File: src/hw/rtl/i2a_pkg.sv
// ----------------------------------------------------------------------------
// i2a_pkg
// Shared constants and helpers for the integer to ASCII digit converter.
// ----------------------------------------------------------------------------
package i2a_pkg;

    localparam int DEF_VALUE_WIDTH = 32;
    localparam int DEF_MAX_DIGITS  = 32;

    // Quotient bits retired per divider cycle
    localparam int STEP_BITS = 4;

    localparam int BASE_W  = 6;
    localparam int DIGIT_W = 6;
    localparam int CHAR_W  = 7;

    localparam logic [BASE_W-1:0]  BASE_RESET = 6'd10;
    localparam logic [BASE_W-1:0]  BASE_MIN   = 6'd2;
    localparam logic [BASE_W-1:0]  BASE_MAX   = 6'd36;
    localparam logic [DIGIT_W-1:0] DIGIT_TEN  = 6'd10;
    localparam logic [CHAR_W-1:0]  CHAR_ZERO  = 7'd48;
    localparam logic [CHAR_W-1:0]  CHAR_A     = 7'd65;

    // Saturate a written base into the supported range
    function automatic logic [BASE_W-1:0] clamp_base(input logic [BASE_W-1:0] b);
        logic [BASE_W-1:0] r;
        r = b;
        if (b < BASE_MIN) begin
            r = BASE_MIN;
        end else if (b > BASE_MAX) begin
            r = BASE_MAX;
        end
        return r;
    endfunction

    // 0..9 -> '0'..'9', 10..35 -> 'A'..'Z'
    function automatic logic [CHAR_W-1:0] digit_to_ascii(input logic [DIGIT_W-1:0] d);
        logic [CHAR_W-1:0] c;
        if (d < DIGIT_TEN) begin
            c = CHAR_ZERO + {1'b0, d};
        end else begin
            c = CHAR_A + {1'b0, d - DIGIT_TEN};
        end
        return c;
    endfunction

endpackage

File: src/hw/rtl/i2a_div.sv
// ----------------------------------------------------------------------------
// i2a_div
// Iterative restoring divider: value by a small base, several bits a cycle.
// ----------------------------------------------------------------------------
module i2a_div #(
    parameter int VALUE_WIDTH = i2a_pkg::DEF_VALUE_WIDTH
) (
    input  logic                       aclk,
    input  logic                       aresetn,
    input  logic                       start,
    input  logic [VALUE_WIDTH-1:0]     dividend,
    input  logic [i2a_pkg::BASE_W-1:0] base,
    output logic                       done,
    output logic [VALUE_WIDTH-1:0]     quotient,
    output logic [i2a_pkg::BASE_W-1:0] remainder
);

    localparam int NSTEPS = (VALUE_WIDTH + i2a_pkg::STEP_BITS - 1) / i2a_pkg::STEP_BITS;
    localparam int PAD_W  = NSTEPS * i2a_pkg::STEP_BITS;
    localparam int CNT_W  = $clog2(NSTEPS + 1);

    logic [PAD_W-1:0]           quo_reg, quo_next;
    logic [i2a_pkg::BASE_W-1:0] rem_reg, rem_next;
    logic [CNT_W-1:0]           cnt_reg, cnt_next;
    logic                       busy_reg, busy_next;
    logic                       done_reg, done_next;
    logic [PAD_W-1:0]           step_quo;
    logic [i2a_pkg::BASE_W-1:0] step_rem;

    // Dividend bits leave at the top, quotient bits enter at the bottom
    always_comb begin
        logic [i2a_pkg::BASE_W:0] trial;
        step_quo = quo_reg;
        step_rem = rem_reg;
        for (int i = 0; i < i2a_pkg::STEP_BITS; i++) begin
            trial    = {step_rem, step_quo[PAD_W-1]};
            step_quo = {step_quo[PAD_W-2:0], 1'b0};
            if (trial >= {1'b0, base}) begin
                step_rem    = i2a_pkg::BASE_W'(trial - {1'b0, base});
                step_quo[0] = 1'b1;
            end else begin
                step_rem = i2a_pkg::BASE_W'(trial);
            end
        end
    end

    always_comb begin
        quo_next  = quo_reg;
        rem_next  = rem_reg;
        cnt_next  = cnt_reg;
        busy_next = busy_reg;
        done_next = 1'b0;
        if (start) begin
            quo_next  = PAD_W'(dividend);
            rem_next  = '0;
            cnt_next  = CNT_W'(NSTEPS);
            busy_next = 1'b1;
        end else if (busy_reg) begin
            quo_next = step_quo;
            rem_next = step_rem;
            cnt_next = cnt_reg - 1'b1;
            if (cnt_reg == CNT_W'(1)) begin
                busy_next = 1'b0;
                done_next = 1'b1;
            end
        end
    end

    always_ff @(posedge aclk) begin
        if (!aresetn) begin
            busy_reg <= 1'b0;
            done_reg <= 1'b0;
            cnt_reg  <= '0;
        end else begin
            busy_reg <= busy_next;
            done_reg <= done_next;
            cnt_reg  <= cnt_next;
        end
        quo_reg <= quo_next;
        rem_reg <= rem_next;
    end

    assign done      = done_reg;
    assign quotient  = quo_reg[VALUE_WIDTH-1:0];
    assign remainder = rem_reg;

endmodule

File: src/hw/rtl/i2a_store.sv
// ----------------------------------------------------------------------------
// i2a_store
// Digit memory: one write port, one registered read port.
// ----------------------------------------------------------------------------
module i2a_store #(
    parameter int MAX_DIGITS = i2a_pkg::DEF_MAX_DIGITS
) (
    input  logic                        aclk,
    input  logic                        wr_en,
    input  logic [$clog2(MAX_DIGITS)-1:0] wr_addr,
    input  logic [i2a_pkg::DIGIT_W-1:0] wr_data,
    input  logic [$clog2(MAX_DIGITS)-1:0] rd_addr,
    output logic [i2a_pkg::DIGIT_W-1:0] rd_data
);

    logic [i2a_pkg::DIGIT_W-1:0] mem [MAX_DIGITS];
    logic [i2a_pkg::DIGIT_W-1:0] rd_data_reg;

    always_ff @(posedge aclk) begin
        if (wr_en) begin
            mem[wr_addr] <= wr_data;
        end
        rd_data_reg <= mem[rd_addr];
    end

    assign rd_data = rd_data_reg;

endmodule

File: src/hw/rtl/integer_to_ascii_digits.sv
// ----------------------------------------------------------------------------
// integer_to_ascii_digits - unsigned value to ASCII digits, any base 2..36
// One item at a time: the next is accepted only after the last char of the
//   previous one has been taken. A single divider serves every digit.
// Reset: synchronous active-low aresetn; base returns to 10, block idles.
// ----------------------------------------------------------------------------
//
// Operation:
//   An accepted item is loaded into the quotient register. The shared divider
//   then divides it by the base, retiring four quotient bits a cycle. Each
//   remainder is one digit and goes into the digit memory, least significant
//   first. Division repeats on the quotient until it reaches zero or the
//   memory is full. The digits are then read back in reverse order, mapped to
//   ASCII and presented through an output register, the final one flagged.
//   The block takes no new item until the last char has been taken.
//
//   The base register saturates on write: 0 and 1 act as 2, above 36 as 36.
//   Write it only while idle; the divider reads it directly.
//
module integer_to_ascii_digits #(
    parameter int VALUE_WIDTH = i2a_pkg::DEF_VALUE_WIDTH,
    parameter int MAX_DIGITS  = i2a_pkg::DEF_MAX_DIGITS
) (
    input  logic                       aclk,
    input  logic                       aresetn,
    // input channel
    input  logic                       s_valid,
    output logic                       s_ready,
    input  logic [VALUE_WIDTH-1:0]     s_value_in,
    // result channel
    output logic                       m_valid,
    input  logic                       m_ready,
    output logic [i2a_pkg::CHAR_W-1:0] m_digit_char,
    output logic                       m_last_digit,
    // configuration channel
    input  logic                       cfg_valid,
    output logic                       cfg_ready,
    input  logic [i2a_pkg::BASE_W-1:0] cfg_number_base
);

    localparam int IDX_W = $clog2(MAX_DIGITS);

    // Sequencer states
    localparam logic [2:0] S_IDLE  = 3'd0;  // wait for an item
    localparam logic [2:0] S_START = 3'd1;  // launch one division
    localparam logic [2:0] S_WAIT  = 3'd2;  // wait for divider, store digit
    localparam logic [2:0] S_READ  = 3'd3;  // address the digit memory
    localparam logic [2:0] S_LOAD  = 3'd4;  // load the output register
    localparam logic [2:0] S_OUT   = 3'd5;  // hold the char until taken

    logic [2:0]                   state_reg, state_next;
    logic [i2a_pkg::BASE_W-1:0]   base_reg, base_next;
    logic [VALUE_WIDTH-1:0]       quo_reg, quo_next;      // remaining quotient
    logic [IDX_W-1:0]             wr_idx_reg, wr_idx_next; // digits stored so far
    logic [IDX_W-1:0]             rd_idx_reg, rd_idx_next; // next digit to emit
    logic                         m_valid_reg, m_valid_next;
    logic [i2a_pkg::CHAR_W-1:0]   char_reg, char_next;
    logic                         last_reg, last_next;

    logic                         div_start;
    logic                         div_done;
    logic [VALUE_WIDTH-1:0]       div_quo;
    logic [i2a_pkg::BASE_W-1:0]   div_rem;
    logic                         st_wr_en;
    logic [i2a_pkg::DIGIT_W-1:0]  st_rd_data;

    // Shared divider: one division per digit
    i2a_div #(
        .VALUE_WIDTH (VALUE_WIDTH)
    ) u_div (
        .aclk      (aclk),
        .aresetn   (aresetn),
        .start     (div_start),
        .dividend  (quo_reg),
        .base      (base_reg),
        .done      (div_done),
        .quotient  (div_quo),
        .remainder (div_rem)
    );

    // Digit memory, written least significant first, read back reversed
    i2a_store #(
        .MAX_DIGITS (MAX_DIGITS)
    ) u_store (
        .aclk    (aclk),
        .wr_en   (st_wr_en),
        .wr_addr (wr_idx_reg),
        .wr_data (div_rem),
        .rd_addr (rd_idx_reg),
        .rd_data (st_rd_data)
    );

    assign s_ready   = (state_reg == S_IDLE);
    assign cfg_ready = 1'b1;
    assign div_start = (state_reg == S_START);
    assign st_wr_en  = (state_reg == S_WAIT) && div_done;

    always_comb begin
        state_next   = state_reg;
        base_next    = base_reg;
        quo_next     = quo_reg;
        wr_idx_next  = wr_idx_reg;
        rd_idx_next  = rd_idx_reg;
        m_valid_next = m_valid_reg;
        char_next    = char_reg;
        last_next    = last_reg;

        // Saturate the base on write
        if (cfg_valid && cfg_ready) begin
            base_next = i2a_pkg::clamp_base(cfg_number_base);
        end

        case (state_reg)
            S_IDLE: begin
                if (s_valid && s_ready) begin
                    quo_next    = s_value_in;
                    wr_idx_next = '0;
                    state_next  = S_START;
                end
            end
            S_START: begin
                state_next = S_WAIT;
            end
            S_WAIT: begin
                if (div_done) begin
                    quo_next = div_quo;
                    // Stop on a zero quotient or a full memory; emit from the top
                    if (div_quo == '0 || wr_idx_reg == IDX_W'(MAX_DIGITS - 1)) begin
                        rd_idx_next = wr_idx_reg;
                        quo_next    = '0;
                        state_next  = S_READ;
                    end else begin
                        wr_idx_next = wr_idx_reg + 1'b1;
                        state_next  = S_START;
                    end
                end
            end
            S_READ: begin
                state_next = S_LOAD;
            end
            S_LOAD: begin
                char_next    = i2a_pkg::digit_to_ascii(st_rd_data);
                last_next    = (rd_idx_reg == '0);
                m_valid_next = 1'b1;
                state_next   = S_OUT;
            end
            S_OUT: begin
                if (m_ready) begin
                    m_valid_next = 1'b0;
                    if (last_reg) begin
                        state_next = S_IDLE;
                    end else begin
                        rd_idx_next = rd_idx_reg - 1'b1;
                        state_next  = S_READ;
                    end
                end
            end
            default: begin
                state_next   = S_IDLE;
                m_valid_next = 1'b0;
            end
        endcase
    end

    always_ff @(posedge aclk) begin
        if (!aresetn) begin
            state_reg   <= S_IDLE;
            base_reg    <= i2a_pkg::BASE_RESET;
            quo_reg     <= '0;
            wr_idx_reg  <= '0;
            rd_idx_reg  <= '0;
            m_valid_reg <= 1'b0;
        end else begin
            state_reg   <= state_next;
            base_reg    <= base_next;
            quo_reg     <= quo_next;
            wr_idx_reg  <= wr_idx_next;
            rd_idx_reg  <= rd_idx_next;
            m_valid_reg <= m_valid_next;
        end
        char_reg <= char_next;
        last_reg <= last_next;
    end

    assign m_valid      = m_valid_reg;
    assign m_digit_char = char_reg;
    assign m_last_digit = last_reg;

`ifndef SYNTH
    // A char is only shown while the sequencer holds it
    a_valid_in_out: assert property (@(posedge aclk) disable iff (!aresetn)
        m_valid_reg |-> state_reg == S_OUT)
        else $error("m_valid outside output state");

    // No new item while a char is pending
    a_no_overlap: assert property (@(posedge aclk) disable iff (!aresetn)
        s_ready |-> !m_valid_reg)
        else $error("input ready while output pending");

    // Taking the flagged char frees the block
    a_last_frees: assert property (@(posedge aclk) disable iff (!aresetn)
        (m_valid && m_ready && m_last_digit) |=> s_ready)
        else $error("block not idle after last char");

    // Base always within the supported range
    a_base_range: assert property (@(posedge aclk) disable iff (!aresetn)
        base_reg >= i2a_pkg::BASE_MIN && base_reg <= i2a_pkg::BASE_MAX)
        else $error("base out of range");
`endif

endmodule
File: config.mk
export PLATFORM = sky130hd
export DESIGN_NAME = integer_to_ascii_digits
export DESIGN_NICKNAME = d
export VERILOG_FILES = /design/src/hw/rtl/i2a_pkg.sv /design/src/hw/rtl/i2a_div.sv /design/src/hw/rtl/i2a_store.sv /design/src/hw/rtl/integer_to_ascii_digits.sv
export SDC_FILE = /design/constraint.sdc
export NUM_CORES = 1
export LEC_CHECK = 0
export BUFFER_PORTS_ARGS = -buffer_cell sky130_fd_sc_hd__buf_2
export CAP_MARGIN = 20
export CORE_MARGIN = 2
export CORE_UTILIZATION = 30
export CTS_BUF_LIST = sky130_fd_sc_hd__clkbuf_4 sky130_fd_sc_hd__clkbuf_8
export DETAILED_ROUTE_END_ITERATION = 10
export GPL_ROUTABILITY_DRIVEN = 0
export SLEW_MARGIN = 15
export SYNTH_ARGS = -nofsm -noshare
export SYNTH_HDL_FRONTEND = slang
export SYNTH_SLANG_ARGS = --single-unit
File: constraint.sdc
create_clock -name aclk -period 16.89 [get_ports aclk]
set_clock_uncertainty 0.15 [all_clocks]
set_input_delay 1.689 -clock aclk [delete_from_list [all_inputs] [get_ports aclk]]
set_output_delay 1.689 -clock aclk [all_outputs]
set_load 0.02 [all_outputs]
==> reports/qor.yml, run 1 <==
route.vias.total: 8563
syn2layout_area_growth_pct: 13.27
antenna_found_initial: 0
rsz0062_at_grt: "no"
cp_slowest_stage_delay_ps: 700
ys_types: 65
period_minus_slack_ps: 9020
p_leak_nw: 5.734
synth-async-reset-ratio: 0
synthFlopType: "edfxtp_1"
drc: 0
syn_inst: 1025
synth-seq-area-share: 0.6054
insertedDiodeCount: 0
viasPerCell: 4.967
worst-path-buf-inv: 2
grt_start_max_net_pins: 66
startpoint_type: "flop"
grt_pass1_vias: 8574
totalWireLength_mm: 30.33
cts.path.max_buffers: 3
drt.antenna.violating_nets: 0
synth_area_um2: 13820
cts_max_level: 2
status: "completed"
reg2reg_depth: 31
dieArea_um2: 47810
synth_warnings: 0
top_level_ports: 54
synth-edff-count: 232
path_common_cell: "ha_1"
grt_pass1_wl_mm: 47.72
worstMarginPinSlew_ps: 937.3
rows: 78
overflow: 0
ys_ff_latch: 302
timing.final.crit_share: 0.5340
fin_nets: 1170
start_util: 0.3046
met3_usage: 0.02422
max_freq_mhz: 110.9
hold_violations: 0
cts_root_buf: "clkbuf_8"
insertion_delay_ps: 570
cp-end-kind: "flop"
use_met2: 0.2052
numPortBuffers: 52
drv_cap: 0
layout-drive-gt1-share: 0.2135
grt.met1_usage: 0.1710
cp.arrival_ps: 9290
cpMaxStageDelayCell: "dfxtp_1"
critPathKind: "reg2reg"
synth_nets: 1109
cts.sinks: 302
drtIter0Drc: 530
setup_viol: 0
fillers: 4408
wl_per_cell_um: 17.59
die_h_um: 218.7
dp_hpwl_mm: 19.37
clkTransAtPathRegs_ps: 60
cts_resized: 0
p_per_area_nw_per_um2: 175.8
drv_slew: 0
worst_r2r_startpoint: "u_div.remainder[2]"
ir_drop_uv: 140.7
cp_max_fo: 18
critPathTopFamily: "compound AO/OA/AOI/OAI gates"
startpoint: "u_div.remainder[2]"
whs_ps: 347.2
avgSynthCellArea_um2: 13.49
ctsHoldBuffers: 0
required_ps: 17160
ff2ff_setup_slack_ps: 7870
core_area_um2: 45380
dr.pass1.iters: 7
cts_setup_buffers: 0
cts_tree: "built"
grt_usage: 0.1270
cp_num_cells: 31
hp-class: "reg2reg"
numCtsBuffers: 48
r2r_end: "u_div.remainder[4]"
finalPower_mw: 2.752
die_w_um: 218.7
grt-busiest-layer: "met2"
fin_setup_tns_ps: 0
maxSlewHeadroom: 0.3728
largest_reg_flops: 192
cp-endpoint: "u_div.remainder[4]"
[cells in the final DEF, fill, tap and decap left out, types with 17 or more instances in the layout]
cell,count
nand2_1,145
inv_1,39
buf_2,52
ha_1,37
clkbuf_8,49
xnor2_1,17
edfxtp_1,232
o211a_1,33
nand3_1,18
o21ai_0,22
dfxtp_1,68
clkbuf_4,20
a22oi_1,35
mux4_2,60
a21oi_1,36
nor2_1,64
[area by class of cell]
class                      count  area, um^2  area share
sequential                   302        8373      0.5348
multi-input combinational    628        5054      0.3228
clock buffer                  69       824.5     0.05266
tap                          600       750.7     0.04795
timing repair buffer          67       404.1     0.02581
inverter                      39       146.4    0.009350
clock inverter                19       105.1    0.006713
[synthesized netlist by cell type (6+ instances only)]
master      n  share of area
buf_1       8         0.0022
a21o_1      8         0.0043
nor4_1      9         0.0041
mux4_2     60          0.098
a22oi_1    35          0.019
a21oi_1    36          0.013
inv_1      39          0.011
nand3_1    18         0.0065
buf_6       6         0.0049
ha_1       37          0.033
xor2_1      9         0.0057
mux2_2     12         0.0098
nor3_1      8         0.0029
nand2_1   145          0.039
nor2b_1    11         0.0050
o211a_1    33          0.024
clkbuf_1   38          0.010
xnor2_1    17          0.011
nor2_1     65          0.018
dfxtp_1    70           0.10
o21ai_0    22         0.0080
edfxtp_1  232           0.50
mux2i_1    12         0.0087
[where the power goes]
| group | switching, mW | total [mW] | internal (mW) |
|---|---|---|---|
| Combinational | 0.678 | 1.21 | 0.533 |
| Clock | 0.288 | 0.604 | 0.317 |
| Sequential | 0.0338 | 0.937 | 0.903 |
[kinds of logic (layout without fill, tap and decap cells)]
family | after synthesis | after routing | share of synthesized area
buffers and inverters | 95 | 194 | 0.02996
multiplexers | 84 | 84 | 0.1162
XOR/XNOR | 26 | 26 | 0.01647
AO/OA/AOI/OAI | 179 | 179 | 0.09640
flip-flops | 302 | 302 | 0.6054
adder cells (fa/ha/maj) | 41 | 41 | 0.03928
AND/OR/NAND/NOR | 297 | 297 | 0.09604
other | 1 | 1 | 0.0002713
[layer usage]
| layer | part of all wire | vias to the layer above |
|---|---|---|
| li1 | - | 4006 |
| met1 | 0.45 | 4276 |
| met2 | 0.47 | 218 |
| met3 | 0.051 | 63 |
| met4 | 0.027 | 0 |
| met5 | 0 | - |
[per-stage QoR]
stage	cell area (um^2)	util	std cells	setup slack, ps
4_1_cts	15600	0.3438	1721	7590
3_3_place_gp	14670	0.3234	1633	8080
5_1_grt	15660	0.3450	1724	7014
2_1_floorplan	13820	-	1025	9283
3_5_place_dp	14670	0.3234	1633	7632
6_report	15660	0.3450	1724	7870
[worst min path at each step]
stage,endpoint,cells past startpoint,start
floorplan,u_div.cnt_reg[1],2,u_div.cnt_reg[1]
global placement,quo_reg[16],1,quo_reg[16]
detailed placement,quo_reg[15],1,quo_reg[15]
CTS,quo_reg[21],1,quo_reg[21]
global route,quo_reg[15],1,quo_reg[15]
finish,quo_reg[7],1,quo_reg[7]
No activity file was read; power rests on OpenSTA's default activity.
==> inputs of run 2 (changes only) <==
--- a/config.mk
+++ b/config.mk
@@ -5,6 +5,7 @@
 export SDC_FILE = /design/constraint.sdc
 export NUM_CORES = 1
 export LEC_CHECK = 0
+export ABC_AREA = 1
 export BUFFER_PORTS_ARGS = -buffer_cell sky130_fd_sc_hd__buf_2
 export CAP_MARGIN = 20
 export CORE_MARGIN = 2
==> constraint.sdc (replaced) <==
create_clock -name aclk -period 7.5 [get_ports aclk]
set_clock_uncertainty 0.15 [all_clocks]
set_input_delay 0.75 -clock aclk [delete_from_list [all_inputs] [get_ports aclk]]
set_output_delay 0.75 -clock aclk [all_outputs]
set_load 0.02 [all_outputs]
==> reports/qor.yml, run 2 <==
syn_inst: 1395
drt.antenna.violating_nets: 0
startpoint_type: "flop"
synth_top_area_frac: 0.4989
worstMarginPinSlew_ps: 986.1
die_h_um: 219.8
cp_max_fo: 12
synth_warnings: 0
synth-edff-count: 232
start_util: 0.3019
dr_wl_met3_mm: 1.906
drv_cap: 0
viasPerCell: 4.928
ff2ff_setup_slack_ps: 810
ys_top_cells_by_count: "nand2_1, edfxtp_1, nor2_1, o21ai_0, inv_1"
layout-drive-gt1-share: 0.1264
synth_area_leaders: "edfxtp_1, dfxtp_1, nand2_1"
clkTransAtPathRegs_ps: 60
fin_setup_tns_ps: 0
cts_max_level: 2
period_minus_slack_ps: 6685
critPathTopFamily: "compound AO/OA/AOI/OAI gates"
drv_slew: 0
synthFlopType: "edfxtp_1"
avgSynthCellArea_um2: 10.01
post-synth-top-area-cell: "edfxtp_1"
path_common_cell: "nand2_1"
cts.sinks: 302
hp-class: "in2reg"
numPortBuffers: 52
reg2reg_depth: 37
core_area_um2: 46260
grt_pass1_vias: 10170
cts.path.max_buffers: 3
worst_r2r_startpoint: "base_reg[1]"
insertion_delay_ps: 590
grt_usage: 0.1449
largest_reg_flops: 192
cp_num_cells: 37
route.vias.total: 10320
ys_ff_latch: 302
synth-seq-area-share: 0.5992
dr.pass1.iters: 4
antenna_found_initial: 1
numCtsBuffers: 47
cts_root_buf: "clkbuf_8"
drtIter0Drc: 838
rows: 79
cp-endpoint: "u_div.quotient[0]"
cp-end-kind: "flop"
setup_viol: 0
dieArea_um2: 48290
wl_per_cell_um: 16.69
grt_pass1_wl_mm: 55.43
cpMaxStageDelayCell: "dfxtp_1"
cts_setup_buffers: 0
critPathKind: "reg2reg"
cp_slowest_stage_delay_ps: 430
max_freq_mhz: 149.6
required_ps: 7630
ys_types: 51
dp_hpwl_mm: 21.97
top_layer: "met5"
insertedDiodeCount: 0
final_common_cell: "nand2_1"
rsz0062_at_grt: "no"
synth-async-reset-ratio: 0
die_w_um: 219.8
worst-path-buf-inv: 6
totalWireLength_mm: 34.94
r2r_end: "u_div.quotient[0]"
synth_area_um2: 13960
cp.arrival_ps: 6820
yosysMostFrequentCell: "nand2_1"
drc: 0
syn2layout_area_growth_pct: 13.47
dr_wl_met2_mm: 16.17
fin_nets: 1532
status: "completed"
timing.final.crit_share: 0.8914
synth_nets: 1479
ctsHoldBuffers: 0
maxSlewHeadroom: 0.3426
top_level_ports: 54
cts_tree: "built"
overflow: 0
wl_met1_mm: 16.03
startpoint: "base_reg[1]"
grt_start_max_net_pins: 66
hold_violations: 0
mostFrequentLayoutCells: "nand2_1, edfxtp_1, nor2_1"
cts_resized: 0
==> run 2: worst min-delay path by stage <==
stage	startpoint	endpoint	slack [ps]	cells after the start
after global routing	s_value_in[30]	quo_reg[30]	290	3
after CTS	s_value_in[15]	quo_reg[15]	270	3
after global placement	base_reg[2]	base_reg[2]	310	2
after floorplan	base_reg[2]	base_reg[2]	290	2
final	s_value_in[10]	quo_reg[10]	300	3
after detailed placement	base_reg[2]	base_reg[2]	310	2
==> run 2: area by class of cell <==
type,count,area [um^2]
Inverter,100,375.4
Tap cell,607,759.5
Multi-Input combinational cell,929,4982
Sequential cell,302,8369
Timing Repair Buffer,68,400.4
Fill cell,4709,30410
Clock buffer,65,819.5
Clock inverter,23,138.9
==> run 2: kinds of logic after synthesis <==
family,count (synthesis),share of synthesized area
flops,302,0.5992
fa+ha+maj,41,0.03889
other cells,1,0.0002685
compound gates,307,0.1308
buf+inv,164,0.04507
xor+xnor,24,0.01505
simple gates,556,0.1707
==> run 2: tightest hold or removal path: stages <==
cell and delay [ps]:
buf_2 100, nand2_1 50, a31oi_1 70
==> run 2: metal layers <==
| layer | vias up | GRT usage |
|---|---|---|
| li1 | 5011 | - |
| met4 | 2 | 0.04206 |
| met3 | 65 | 0.02843 |
| met1 | 4949 | 0.1970 |
| met2 | 292 | 0.2341 |
| met5 | - | 0 |
==> run 2: through the flow <==
| step | worst slack [ps] | instance area (um^2) | hold slack (ps) | utilization | instances |
|---|---|---|---|---|---|
| after floorplan | 1330 | 13960 | 293.7 | - | 1395 |
| after global placement | 1134 | 14860 | 306.8 | 0.3212 | 2005 |
| after detailed placement | 849.4 | 14860 | 314.6 | 0.3212 | 2005 |
| after CTS | 828.4 | 15820 | 265.2 | 0.3419 | 2093 |
| after global routing | 170.5 | 15850 | 290.6 | 0.3425 | 2094 |
| final | 814.7 | 15850 | 297.7 | 0.3425 | 2094 |
Power of run 2 is left out: the tool's default activity adds up to more than one toggle a clock period on the data nets, which glitch-free logic cannot reach.
